==> src/rtl/core/esub_pkg.sv <==
// ---------------------------------------------------------------------------
// Event subscription table: package
// Sizes, codes and transaction types shared by the block.
// ---------------------------------------------------------------------------
package esub_pkg;

   localparam int TABLE_DEPTH = 16;
   localparam int OWNER_BITS  = 8;
   localparam int EVENT_BITS  = 8;
   localparam int IDX_BITS    = (TABLE_DEPTH > 1) ? $clog2(TABLE_DEPTH) : 1;
   localparam int CNT_BITS    = 5;

   typedef enum logic [1:0] {
      ACT_SUBSCRIBE   = 2'd0,
      ACT_UNSUB_SLOT  = 2'd1,
      ACT_UNSUB_MATCH = 2'd2,
      ACT_DISPATCH    = 2'd3
   } action_type;

   typedef enum logic [1:0] {
      ST_DONE     = 2'd0,
      ST_FULL     = 2'd1,
      ST_NO_MATCH = 2'd2,
      ST_DROPPED  = 2'd3
   } status_type;

   typedef enum logic {
      S_IDLE = 1'b0,
      S_SCAN = 1'b1
   } state_type;

   typedef struct packed {
      action_type  action;
      logic [7:0]  owner_id;
      logic [7:0]  event_code;
      logic [3:0]  slot;
   } req_type;

   typedef struct packed {
      status_type  status;
      logic [3:0]  slot_index;
      logic [7:0]  owner_out;
      logic [4:0]  removed_count;
      logic        last;
   } rsp_type;

   typedef struct packed {
      logic                  en;
      logic                  code_en;
      logic [IDX_BITS-1:0]   idx;
      logic [OWNER_BITS-1:0] owner;
      logic [EVENT_BITS-1:0] code;
   } wr_type;

endpackage

==> src/rtl/core/esub_store.sv <==
// ---------------------------------------------------------------------------
// Event subscription table: slot store
// Owner and event tables with one write port and one read port.
// ---------------------------------------------------------------------------
module esub_store (
   input  logic                           clock,
   input  logic                           reset,
   input  esub_pkg::wr_type               wr,
   input  logic [esub_pkg::IDX_BITS-1:0]  rd_idx,
   output logic [esub_pkg::OWNER_BITS-1:0] rd_owner,
   output logic [esub_pkg::EVENT_BITS-1:0] rd_code
);

   logic [esub_pkg::OWNER_BITS-1:0] owner_ff [esub_pkg::TABLE_DEPTH];
   logic [esub_pkg::EVENT_BITS-1:0] code_ff  [esub_pkg::TABLE_DEPTH];

   always_ff @(posedge clock) begin
      if (reset) begin
         for (int i = 0; i < esub_pkg::TABLE_DEPTH; i++) begin
            owner_ff[i] <= '0;
         end
      end else if (wr.en) begin
         owner_ff[wr.idx] <= wr.owner;
      end
   end

   always_ff @(posedge clock) begin
      if (wr.en && wr.code_en) begin
         code_ff[wr.idx] <= wr.code;
      end
   end

   assign rd_owner = owner_ff[rd_idx];
   assign rd_code  = code_ff[rd_idx];

endmodule

==> src/rtl/core/esub_seq.sv <==
// ---------------------------------------------------------------------------
// Event subscription table: scan sequencer
// Walks the slots one per cycle through a shared compare unit while
// the output register is free and builds the result transactions in it.
// ---------------------------------------------------------------------------
module esub_seq (
   input  logic                            clock,
   input  logic                            reset,
   input  logic [7:0]                      catch_all_code,
   input  logic                            req_valid,
   output logic                            req_ready,
   input  esub_pkg::req_type               req_data,
   output logic                            rsp_valid,
   input  logic                            rsp_ready,
   output esub_pkg::rsp_type               rsp_data,
   output esub_pkg::wr_type                wr,
   output logic [esub_pkg::IDX_BITS-1:0]   rd_idx,
   input  logic [esub_pkg::OWNER_BITS-1:0] rd_owner,
   input  logic [esub_pkg::EVENT_BITS-1:0] rd_code
);

   localparam logic [esub_pkg::IDX_BITS-1:0] LAST_IDX =
      esub_pkg::IDX_BITS'(esub_pkg::TABLE_DEPTH - 1);

   esub_pkg::state_type                state_ff, state_in;
   esub_pkg::req_type                  op_ff, op_in;
   logic                               drop_ff, drop_in;
   logic                               slot_ok_ff, slot_ok_in;
   logic                               flush_ff, flush_in;
   logic [esub_pkg::IDX_BITS-1:0]      ptr_ff, ptr_in;
   logic [esub_pkg::CNT_BITS-1:0]      count_ff, count_in;
   logic                               pend_ff, pend_in;
   logic [esub_pkg::IDX_BITS-1:0]      pend_slot_ff, pend_slot_in;
   logic [esub_pkg::OWNER_BITS-1:0]    pend_owner_ff, pend_owner_in;
   logic                               rsp_valid_ff, rsp_valid_in;
   esub_pkg::rsp_type                  rsp_ff, rsp_in;

   logic                               accept;
   logic                               out_free;
   logic                               emit;
   logic                               done;
   esub_pkg::rsp_type                  res;
   logic                               occupied;
   logic                               owner_eq;
   logic                               code_eq;
   logic                               last_slot;
   logic [esub_pkg::CNT_BITS-1:0]      count_sat;

   assign accept    = req_valid && req_ready;
   assign out_free  = !rsp_valid_ff || rsp_ready;
   assign rd_idx    = ptr_ff;
   assign last_slot = (ptr_ff == LAST_IDX);

   // shared compare unit
   assign occupied  = (rd_owner != '0);
   assign owner_eq  = (rd_owner == op_ff.owner_id[esub_pkg::OWNER_BITS-1:0]);
   assign code_eq   = (rd_code == op_ff.event_code[esub_pkg::EVENT_BITS-1:0]);
   assign count_sat = (count_ff != '1) ? count_ff + 1'b1 : count_ff;

   always_comb begin
      state_in = state_ff;
      unique case (state_ff)
         esub_pkg::S_IDLE: begin
            if (accept) begin
               state_in = esub_pkg::S_SCAN;
            end
         end
         esub_pkg::S_SCAN: begin
            if (done) begin
               state_in = esub_pkg::S_IDLE;
            end
         end
         default: state_in = esub_pkg::S_IDLE;
      endcase
   end

   always_comb begin
      req_ready     = (state_ff == esub_pkg::S_IDLE);
      wr            = '0;
      emit          = 1'b0;
      done          = 1'b0;
      res           = '0;
      op_in         = op_ff;
      drop_in       = drop_ff;
      slot_ok_in    = slot_ok_ff;
      flush_in      = flush_ff;
      ptr_in        = ptr_ff;
      count_in      = count_ff;
      pend_in       = pend_ff;
      pend_slot_in  = pend_slot_ff;
      pend_owner_in = pend_owner_ff;

      if (accept) begin
         op_in      = req_data;
         drop_in    = (req_data.action == esub_pkg::ACT_DISPATCH) &&
                      (req_data.event_code <= catch_all_code);
         slot_ok_in = (32'(req_data.slot) < esub_pkg::TABLE_DEPTH);
         flush_in   = 1'b0;
         ptr_in     = (req_data.action == esub_pkg::ACT_UNSUB_SLOT) ?
                      esub_pkg::IDX_BITS'(req_data.slot) : '0;
         count_in   = '0;
         pend_in    = 1'b0;
      end

      if (state_ff == esub_pkg::S_SCAN && out_free) begin
         case (op_ff.action)
            esub_pkg::ACT_SUBSCRIBE: begin
               if (!occupied) begin
                  wr.en      = 1'b1;
                  wr.code_en = 1'b1;
                  wr.idx     = ptr_ff;
                  wr.owner   = op_ff.owner_id[esub_pkg::OWNER_BITS-1:0];
                  wr.code    = op_ff.event_code[esub_pkg::EVENT_BITS-1:0];
                  emit           = 1'b1;
                  done           = 1'b1;
                  res.status     = esub_pkg::ST_DONE;
                  res.slot_index = 4'(ptr_ff);
                  res.last       = 1'b1;
               end else if (last_slot) begin
                  emit       = 1'b1;
                  done       = 1'b1;
                  res.status = esub_pkg::ST_FULL;
                  res.last   = 1'b1;
               end else begin
                  ptr_in = ptr_ff + 1'b1;
               end
            end
            esub_pkg::ACT_UNSUB_SLOT: begin
               emit     = 1'b1;
               done     = 1'b1;
               res.last = 1'b1;
               if (slot_ok_ff && occupied && owner_eq) begin
                  wr.en             = 1'b1;
                  wr.idx            = ptr_ff;
                  res.status        = esub_pkg::ST_DONE;
                  res.removed_count = 5'd1;
               end else begin
                  res.status = esub_pkg::ST_NO_MATCH;
               end
            end
            esub_pkg::ACT_UNSUB_MATCH: begin
               if (occupied && owner_eq && code_eq) begin
                  wr.en    = 1'b1;
                  wr.idx   = ptr_ff;
                  count_in = count_sat;
               end
               if (last_slot) begin
                  emit              = 1'b1;
                  done              = 1'b1;
                  res.last          = 1'b1;
                  res.removed_count = 5'(count_in);
                  res.status        = (count_in != '0) ? esub_pkg::ST_DONE :
                                      esub_pkg::ST_NO_MATCH;
               end else begin
                  ptr_in = ptr_ff + 1'b1;
               end
            end
            default: begin
               if (drop_ff) begin
                  emit       = 1'b1;
                  done       = 1'b1;
                  res.status = esub_pkg::ST_DROPPED;
                  res.last   = 1'b1;
               end else if (flush_ff) begin
                  emit     = 1'b1;
                  done     = 1'b1;
                  res.last = 1'b1;
                  if (pend_ff) begin
                     res.status     = esub_pkg::ST_DONE;
                     res.slot_index = 4'(pend_slot_ff);
                     res.owner_out  = 8'(pend_owner_ff);
                  end else begin
                     res.status = esub_pkg::ST_NO_MATCH;
                  end
               end else begin
                  if (occupied && code_eq) begin
                     if (pend_ff) begin
                        emit           = 1'b1;
                        res.status     = esub_pkg::ST_DONE;
                        res.slot_index = 4'(pend_slot_ff);
                        res.owner_out  = 8'(pend_owner_ff);
                     end
                     pend_in       = 1'b1;
                     pend_slot_in  = ptr_ff;
                     pend_owner_in = rd_owner;
                  end
                  if (last_slot) begin
                     flush_in = 1'b1;
                  end else begin
                     ptr_in = ptr_ff + 1'b1;
                  end
               end
            end
         endcase
      end

      rsp_valid_in = emit ? 1'b1 : (rsp_ready ? 1'b0 : rsp_valid_ff);
      rsp_in       = emit ? res : rsp_ff;
   end

   always_ff @(posedge clock) begin
      if (reset) begin
         state_ff     <= esub_pkg::S_IDLE;
         rsp_valid_ff <= 1'b0;
         pend_ff      <= 1'b0;
         flush_ff     <= 1'b0;
      end else begin
         state_ff     <= state_in;
         rsp_valid_ff <= rsp_valid_in;
         pend_ff      <= pend_in;
         flush_ff     <= flush_in;
      end
   end

   always_ff @(posedge clock) begin
      op_ff         <= op_in;
      drop_ff       <= drop_in;
      slot_ok_ff    <= slot_ok_in;
      ptr_ff        <= ptr_in;
      count_ff      <= count_in;
      pend_slot_ff  <= pend_slot_in;
      pend_owner_ff <= pend_owner_in;
      rsp_ff        <= rsp_in;
   end

   assign rsp_valid = rsp_valid_ff;
   assign rsp_data  = rsp_ff;

endmodule

==> src/rtl/core/event_subscription_table_top.sv <==
// ---------------------------------------------------------------------------
// Event subscription table: top level
// Request channel (req_), result channel (rsp_) and a catch-all code
// register written over the csr_ channel.
//
// Usage: each request transaction carries an action, owner id, event code
// and slot. Subscribe, unsubscribe by slot and unsubscribe by owner and
// event each give one result transaction; dispatch gives one per matching
// slot, in slot order, flagged last on the final one, or a single
// no-match or dropped result.
// Timing: a request is scanned one slot per cycle through one compare
// unit while the output register is free. Unsubscribe by slot checks its
// slot only, a dropped dispatch none; subscribe stops at the first free
// slot; unsubscribe by owner and event and dispatch visit every slot, and
// dispatch then flushes its held match. The first result shows in the
// cycle after its scan step; req_ready is low from acceptance until the
// final result is loaded. A stalled receiver holds the output register
// and freezes the scan. Reset empties every slot, clears the catch-all
// code and drops any result in flight.
// ---------------------------------------------------------------------------
module event_subscription_table_top (
   input  logic              clock,
   input  logic              reset,
   input  logic              req_valid,
   output logic              req_ready,
   input  esub_pkg::req_type req_data,
   output logic              rsp_valid,
   input  logic              rsp_ready,
   output esub_pkg::rsp_type rsp_data,
   input  logic              csr_valid,
   output logic              csr_ready,
   input  logic [7:0]        csr_data
);

   logic [7:0]                      catch_all_ff;
   esub_pkg::wr_type                wr;
   logic [esub_pkg::IDX_BITS-1:0]   rd_idx;
   logic [esub_pkg::OWNER_BITS-1:0] rd_owner;
   logic [esub_pkg::EVENT_BITS-1:0] rd_code;

   assign csr_ready = 1'b1;

   always_ff @(posedge clock) begin
      if (reset) begin
         catch_all_ff <= '0;
      end else if (csr_valid && csr_ready) begin
         catch_all_ff <= csr_data;
      end
   end

   esub_store u_store (
      .clock    (clock),
      .reset    (reset),
      .wr       (wr),
      .rd_idx   (rd_idx),
      .rd_owner (rd_owner),
      .rd_code  (rd_code)
   );

   esub_seq u_seq (
      .clock          (clock),
      .reset          (reset),
      .catch_all_code (catch_all_ff),
      .req_valid      (req_valid),
      .req_ready      (req_ready),
      .req_data       (req_data),
      .rsp_valid      (rsp_valid),
      .rsp_ready      (rsp_ready),
      .rsp_data       (rsp_data),
      .wr             (wr),
      .rd_idx         (rd_idx),
      .rd_owner       (rd_owner),
      .rd_code        (rd_code)
   );

endmodule

==> config.mk <==
export PLATFORM = sky130hd
export DESIGN_NAME = event_subscription_table_top
export DESIGN_NICKNAME = d
export VERILOG_FILES = /design/src/rtl/core/esub_pkg.sv /design/src/rtl/core/esub_store.sv /design/src/rtl/core/esub_seq.sv /design/src/rtl/core/event_subscription_table_top.sv
export SDC_FILE = /design/constraint.sdc
export NUM_CORES = 1
export LEC_CHECK = 0
export BUFFER_PORTS_ARGS = -buffer_cell sky130_fd_sc_hd__buf_2
export CAP_MARGIN = 20
export CORE_MARGIN = 2
export CORE_UTILIZATION = 50
export DETAILED_ROUTE_END_ITERATION = 10
export GPL_TIMING_DRIVEN = 0
export PLACE_DENSITY_LB_ADDON = 0.25
export SLEW_MARGIN = 20
export SYNTH_ARGS = -nofsm -noshare
export SYNTH_HDL_FRONTEND = slang
export SYNTH_SLANG_ARGS = --single-unit
==> constraint.sdc <==
create_clock -name clock -period 5.2 [get_ports clock]
set_clock_uncertainty 0.2 [all_clocks]
set_input_delay 0 -clock clock [delete_from_list [all_inputs] [get_ports clock]]
set_output_delay 0 -clock clock [all_outputs]
set_load 0.01 [all_outputs]
## Word-level counts from Yosys, hierarchy flattened

Memories as Yosys holds them, arrays and structs flattened. A register that Yosys moved wholly into a read port is not among the register bits.
Index checks and enable logic that the tools add are counted.

| word-level totals | value |
|---|---|
| register bits | 72 |
| bits in latches | 0 |
| bits in writable memories | 256 |
| ROM bits | 0 |
| input port bits | 35 |
| word-level logic and storage cells | 137 |
| memories | 2 |

| cells by class | value |
|---|---|
| $add $sub $neg | 2 |
| multipliers | 0 |
| divide/modulo/power cells | 0 |
| order comparisons | 1 |
| eq/ne operators | 8 |
| shift-type cells | 0 |
| multiplexer cells | 83 |
| bitwise operators | 5 |
| reductions and logical operators | 18 |

Memories:

| memory | words | bits a word | rd ports | clocked after memory_dff | write ports | line | RTL |
|---|---|---|---|---|---|---|---|
| u_store.code_ff | 16 | 8 | 1 | 1 | 1 | esub_store.sv:15 | `logic [esub_pkg::EVENT_BITS-1:0] code_ff [esub_pkg::TABLE_DEPTH];` |
| u_store.owner_ff | 16 | 8 | 1 | 1 | 16 | esub_store.sv:14 | `logic [esub_pkg::OWNER_BITS-1:0] owner_ff [esub_pkg::TABLE_DEPTH];` |

Operators by type and width:

| cell | number |
|---|---|
| two-way mux 22 bit | 2 |
| two-way mux 4 bit | 11 |
| two-way mux 1 bit | 39 |
| two-way mux 12 bit | 3 |
| two-way mux 5 bit | 7 |
| two-way mux 14 bit | 2 |
| one-hot mux 4 bit (3 select lines) | 2 |
| equality test 8 bit | 2 |
| two-way mux 16 bit | 1 |
| two-way mux 2 bit | 6 |
| one-hot mux 1 bit (3 select lines) | 4 |
| one-hot mux 5 bit (2 select lines) | 1 |
| less-or-equal comparator 8 bit | 1 |
| two-way mux 8 bit | 1 |
| one-hot mux 4 bit (2 select lines) | 1 |
| nonzero test 8 bit | 1 |
| OR reduction 8 bit | 1 |
| logical AND 1 bit | 7 |
| two-way mux 6 bit | 1 |
| one-hot mux 2 bit (3 select lines) | 1 |
| adder 5 x 1 -> 5 bit, second input constant | 1 |
| != test 5 bit, second input constant | 1 |
| NOT 1 bit | 5 |
| AND reduction 5 bit | 1 |
| other kinds (13) | 15 |

## Longest topological paths before layout

| depth | value |
|---|---|
| word-level depth | 11 |
| mapped depth | 14 |

## By module

Synthesis repeated with hierarchy kept, for this count alone.

| second synthesis, totals | value |
|---|---|
| cells, all modules | 940 |
| area, all modules | 14,445.1 µm² |

By module, submodules not included:

| module | instances | cells each | area each (µm²) |
|---|---|---|---|
| esub_store | 1 | 598 | 10,734.0 |
| esub_seq | 1 | 314 | 3,414.5 |
| event_subscription_table_top | 1 | 28 | 296.5 |

## Worst setup path after synthesis

No wires, ideal clock.

| timing | value |
|---|---|
| kind | reg2reg |
| start point | register u_seq.ptr_ff, in the netlist u_seq.rd_idx[0] |
| end point | memory u_store.code_ff[0][0] (netlist name) (enable) |
| setup time | 0.370 ns |
| arrival | 3.200 ns |
| required time | 4.630 ns |
| slack | 1.430 ns |
| cell stages (with the launch flop) | 14 |
| path buffers | 4 |
| period minus slack after synthesis | 3.770 ns |
| path through | dfxtp_1 -> buf_6 -> buf_12 -> mux2_1 -> a222oi_1 -> nand2_1 -> nor4_2 -> o21a_1 -> buf_4 -> nand2_4 -> nor2_4 -> nand2_4 -> buf_4 -> nor2_1 |

| on the way | value |
|---|---|
| cells in the longest elaborated chain, start to end | 3 |
| elaborated cells between the ends (all ways) | 5 |
| classes of those cells | mux (5) |

RTL lines:

| element | line | RTL |
|---|---|---|
| start: declaration | esub_seq.sv:30 | `logic [esub_pkg::IDX_BITS-1:0] ptr_ff, ptr_in;` |
| start signal: assignment | esub_seq.sv:219 | `ptr_ff <= ptr_in;` |
| two-way mux 4 bit, or another cell as far along | esub_seq.sv:142 | `if (occupied && owner_eq && code_eq) begin` |
| one-hot mux 4 bit (3 select lines) (*) | esub_seq.sv:106 | `case (op_ff.action)` |
| two-way mux 22 bit (*) | esub_seq.sv:105 | `if (state_ff == esub_pkg::S_SCAN && out_free) begin` |
| end: declaration | esub_store.sv:15 |  |

Mark *: on every way between the ends. The rest lies on a longest branch, timed or not.

## Worst setup path in the final report

| timing | value |
|---|---|
| start point | register u_seq.ptr_ff, in the netlist u_seq.rd_idx[2] |
| end point | memory u_store.code_ff[11][3] (netlist name) (enable) |

The elaborated chain is that of the path after synthesis.

==> metrics.txt <==
# TYPE chip_impl_metric gauge
chip_impl_metric{name="num_antenna_cells",unit=""} 0
chip_impl_info{name="crit_path_start_kind",value="flop"} 1
chip_impl_info{name="worstHoldPathType",value="in -> reg"} 1
chip_impl_metric{name="multiInputGateArea",unit="um^2"} 5050
chip_impl_metric{name="final_hold_viol_count",unit=""} 0
chip_impl_metric{name="clock-sinks",unit=""} 328
chip_impl_metric{name="power_density",unit="nW/um^2"} 384
chip_impl_metric{name="pin_slew_with_the_least_headroom_to_its_limit",unit="ns"} 0.976
chip_impl_metric{name="synth.ff_latch_count",unit=""} 328
chip_impl_info{name="postSynth.topFlopCell",value="edfxtp_1"} 1
chip_impl_info{name="cp_top_family",value="simple AND/OR/NAND/NOR gates"} 1
chip_impl_metric{name="drt-pass1-iter-count",unit=""} 6
chip_impl_metric{name="yosysSeqAreaShare",unit=""} 0.638
chip_impl_metric{name="irDropWorstVdd",unit="mV"} 0.269
chip_impl_metric{name="met1_usage",unit=""} 0.359
chip_impl_metric{name="timing.critical_path.buf_inv",unit=""} 5
chip_impl_info{name="yosysMostFrequentCell",value="edfxtp_1"} 1
chip_impl_metric{name="dp.final_hpwl",unit="um"} 27700
chip_impl_metric{name="grt_pass1_wl",unit="um"} 61300
chip_impl_info{name="cts-root-buf",value="clkbuf_16"} 1
chip_impl_metric{name="worst_path_arrival_time",unit="ns"} 4.92
chip_impl_metric{name="initial_standard_cell_utilization_of_the_core",unit=""} 0.509
chip_impl_info{name="busiest_layer",value="met2"} 1
chip_impl_metric{name="final_nets",unit=""} 1280
chip_impl_metric{name="ioPinCount",unit=""} 58
chip_impl_metric{name="initialDrtViolationCount",unit=""} 1085
chip_impl_metric{name="asyncSetResetFlopFracSynth",unit=""} 0
chip_impl_info{name="path_cells",value="buf_6 -> buf_6 -> buf_2 -> nor2_1 -> a222oi_1 -> nand2_1 -> nor4_2 -> o21a_1 -> buf_4 -> nand2_4 -> nor2_4 -> nand2_4 -> buf_2 -> nor2_2"} 1
chip_impl_metric{name="dieHeight",unit="um"} 178
chip_impl_metric{name="routabilityCongestion",unit=""} 0.948
chip_impl_metric{name="postSynthNetCount",unit=""} 1143
chip_impl_metric{name="synth_enable_flop_cells",unit=""} 307
chip_impl_metric{name="syn_inst",unit=""} 1093
chip_impl_metric{name="grt_max_degree",unit=""} 21
chip_impl_metric{name="area_growth_syn_to_layout",unit="%"} 15.5
chip_impl_metric{name="post_synth_num_cell_types",unit=""} 76
chip_impl_metric{name="relSlewSlack",unit=""} 0.346
chip_impl_metric{name="grt.met3_usage",unit=""} 0.0583
chip_impl_metric{name="antenna_found_initial",unit=""} 0
chip_impl_metric{name="cts_buffers",unit=""} 35
chip_impl_metric{name="viasPerCell",unit=""} 6.21
chip_impl_metric{name="post_synth_instance_area",unit="um^2"} 15100
chip_impl_metric{name="num_rows",unit=""} 63
chip_impl_metric{name="timing.final.crit_period",unit="ns"} 4.97
chip_impl_info{name="rsz_0062_raised_after_global_routing",value="no"} 1
chip_impl_metric{name="h-tree-depth",unit=""} 2
chip_impl_metric{name="cts_setup_buffers",unit=""} 0
chip_impl_metric{name="globalRouteMet2Util",unit=""} 0.422
chip_impl_metric{name="maxSlewViolCount",unit=""} 0
chip_impl_metric{name="coreArea",unit="um^2"} 29700
chip_impl_metric{name="gr-usage-all-layers",unit=""} 0.264
chip_impl_metric{name="leakage",unit="nW"} 5.72
chip_impl_metric{name="drc_errors",unit=""} 0
chip_impl_info{name="worst-setup-path-type",value="reg -> reg"} 1
chip_impl_metric{name="drt-wirelength-per-cell",unit="um"} 24.8
chip_impl_metric{name="final-setup-viol-count",unit=""} 0
chip_impl_metric{name="min_period_over_period",unit=""} 0.956
chip_impl_metric{name="setup_tns_final",unit="ns"} 0
chip_impl_metric{name="cp_slowest_stage_delay",unit="ns"} 0.64
chip_impl_metric{name="maxCapViolations",unit=""} 0
chip_impl_metric{name="number_of_buffers_added_on_ports",unit=""} 55
chip_impl_metric{name="postLayoutCoreUtil",unit=""} 0.587
chip_impl_info{name="crit_path_end_kind",value="flop"} 1
chip_impl_metric{name="layout.area.seq",unit="um^2"} 9640
chip_impl_metric{name="drive_above_1_share",unit=""} 0.177
chip_impl_info{name="timing.critical_path.slowest_stage_cell",value="a222oi_1"} 1
chip_impl_metric{name="place_area",unit="um^2"} 16000
chip_impl_metric{name="postLayoutCellArea",unit="um^2"} 17500
chip_impl_metric{name="postRouteWirelength",unit="um"} 40900
chip_impl_metric{name="cts.clk_slew.worst_paths",unit="ns"} 0.06
chip_impl_metric{name="worstPathMaxFanout",unit=""} 10
chip_impl_metric{name="worst_ep_required_time",unit="ns"} 5.15
chip_impl_info{name="status",value="completed"} 1
chip_impl_metric{name="yosysWarningCount",unit=""} 0
chip_impl_metric{name="synthesis.area_per_instance",unit="um^2"} 13.8
chip_impl_info{name="synth_top_cells_by_area",value="edfxtp_1, mux2i_1, nor2_1, mux4_2, dfxtp_1"} 1
chip_impl_metric{name="fp.dieArea",unit="um^2"} 31600
chip_impl_metric{name="floorplan.die.width",unit="um"} 178
chip_impl_metric{name="grt_pass1_vias",unit=""} 9983
chip_impl_metric{name="ant_nets",unit=""} 0
chip_impl_metric{name="synth_top_cell_area_share",unit=""} 0.610
chip_impl_info{name="leading_post_synthesis_cells_by_instance_count",value="edfxtp_1, nor2_1, mux2i_1"} 1
chip_impl_info{name="tritoncts",value="done"} 1
chip_impl_metric{name="num-fill-cells",unit=""} 2309
chip_impl_metric{name="max-clock-path-buffers",unit=""} 3
chip_impl_metric{name="num_vias",unit=""} 10200
chip_impl_metric{name="grt_remaining_overflow",unit=""} 0
chip_impl_metric{name="insertion_delay",unit="ns"} 0.52
chip_impl_metric{name="achievable-frequency",unit="GHz"} 0.201
chip_impl_info{name="synth.largest_area_cell",value="edfxtp_1"} 1
[kinds of logic (layout without fill, tap and decap cells)]
group / Yosys count / count (layout) / synth area share
AOI/OAI and AO/OA: 140 / 140 / 0.0703
xor gates and xnor gates: 12 / 12 / 0.00695
adders and majority gates: 15 / 15 / 0.0124
buffers and inverters: 93 / 257 / 0.0325
DFF: 328 / 328 / 0.638
muxes: 133 / 133 / 0.122
other: 1 / 1 / 0.000248
and+or+nand+nor: 371 / 371 / 0.118
[report_power, final]
| part | internal, mW | leakage [nW] | switching [mW] | total (mW) |
|---|---|---|---|---|
| combinational | 0.515 | 2.36 | 0.888 | 1.40 |
| sequential | 2.94 | 2.85 | 0.0458 | 2.99 |
| clock | 1.30 | 0.510 | 1.01 | 2.31 |
[final timing paths]
kind	start	slack, ns	to	cells after the start
max	u_seq.rd_idx[2]	0.23	u_store.code_ff[11][3]	14
min	req_data[12]	0.004	u_seq.op_ff[12]	2
max reg2reg	u_seq.rd_idx[2]	0.23	u_store.code_ff[11][3]	14
min reg2reg	u_seq.rd_idx[3]	0.24	u_seq.pend_slot_ff[3]	0
[repair_timing]
| item | CTS | global route |
|---|---|---|
| hold buffers | 41 | 0 |
| resized for setup | 1 | 15 |
| endpoints found under the hold margin | 32 | 0 |
| endpoints found under the setup margin | 8 | 120 |
[sequential cells by signal (all words and copies together), names as in the netlist]
signal and cells:
u_seq.count_ff 5, catch_all_ff 8, u_store.code_ff 128, u_seq.state_ff 1, u_seq.rsp_data 20, u_seq.pend_slot_ff 4, u_seq.rd_idx 4, u_seq.pend_ff 1
u_seq.rsp_valid 1, u_seq.op_ff 18, u_seq.pend_owner_ff 8, u_store.owner_ff 128, u_seq.flush_ff 1, u_seq.drop_ff 1
[cell type report]
type                    count  area share
flip-flops and latches    328       0.552
multi-input cells         672       0.289
clock buffers              42      0.0517
repair buffers            100      0.0422
well taps                 390      0.0280
plain buffers              67      0.0226
clock inverters            22     0.00867
inverters                  26     0.00559
[placed cells by master (no fill, tap or decap), types with 8 or more instances in the layout]
master / Yosys / layout
clkbuf_16: 0 / 35
mux2i_1: 81 / 81
mux4_2: 28 / 28
nor2_2: 0 / 16
inv_1: 24 / 24
o21ai_0: 14 / 14
dfxtp_1: 21 / 21
a22oi_1: 8 / 8
ha_1: 15 / 15
buf_6: 8 / 8
mux4_1: 8 / 8
mux2_2: 11 / 11
nand4_1: 8 / 8
a21oi_1: 18 / 18
o22ai_1: 23 / 23
nand2_1: 33 / 33
nor2b_1: 8 / 8
buf_4: 12 / 15
nand2b_1: 13 / 13
edfxtp_1: 307 / 307
clkinv_1: 1 / 10
a41o_1: 15 / 15
nor2_1: 198 / 182
and4_1: 8 / 8
buf_2: 17 / 72
clkbuf_1: 26 / 33
nand3_1: 45 / 45
dlygate4sd3_1: 0 / 41
[metal layers]
layer  vias up  share of wire
li1       4485              -
met1      5086           0.40
met2       564           0.48
met3        90          0.097
met4         0          0.029
met5         -              0
[through the flow]
step                instances  power (mW)  worst slack [ns]  hold WS, ns
CTS                      1647        6.68            0.0151     0.000203
detailed placement       1542        4.37            0.0715      -0.0203
floorplan                1093        3.94              1.43       -0.101
global placement         1538        4.35            0.0788      -0.0173
finish                   1647        6.71             0.226      0.00448
global route             1647        6.91           0.00838      0.00631
(Power assumes the default switching activity.)
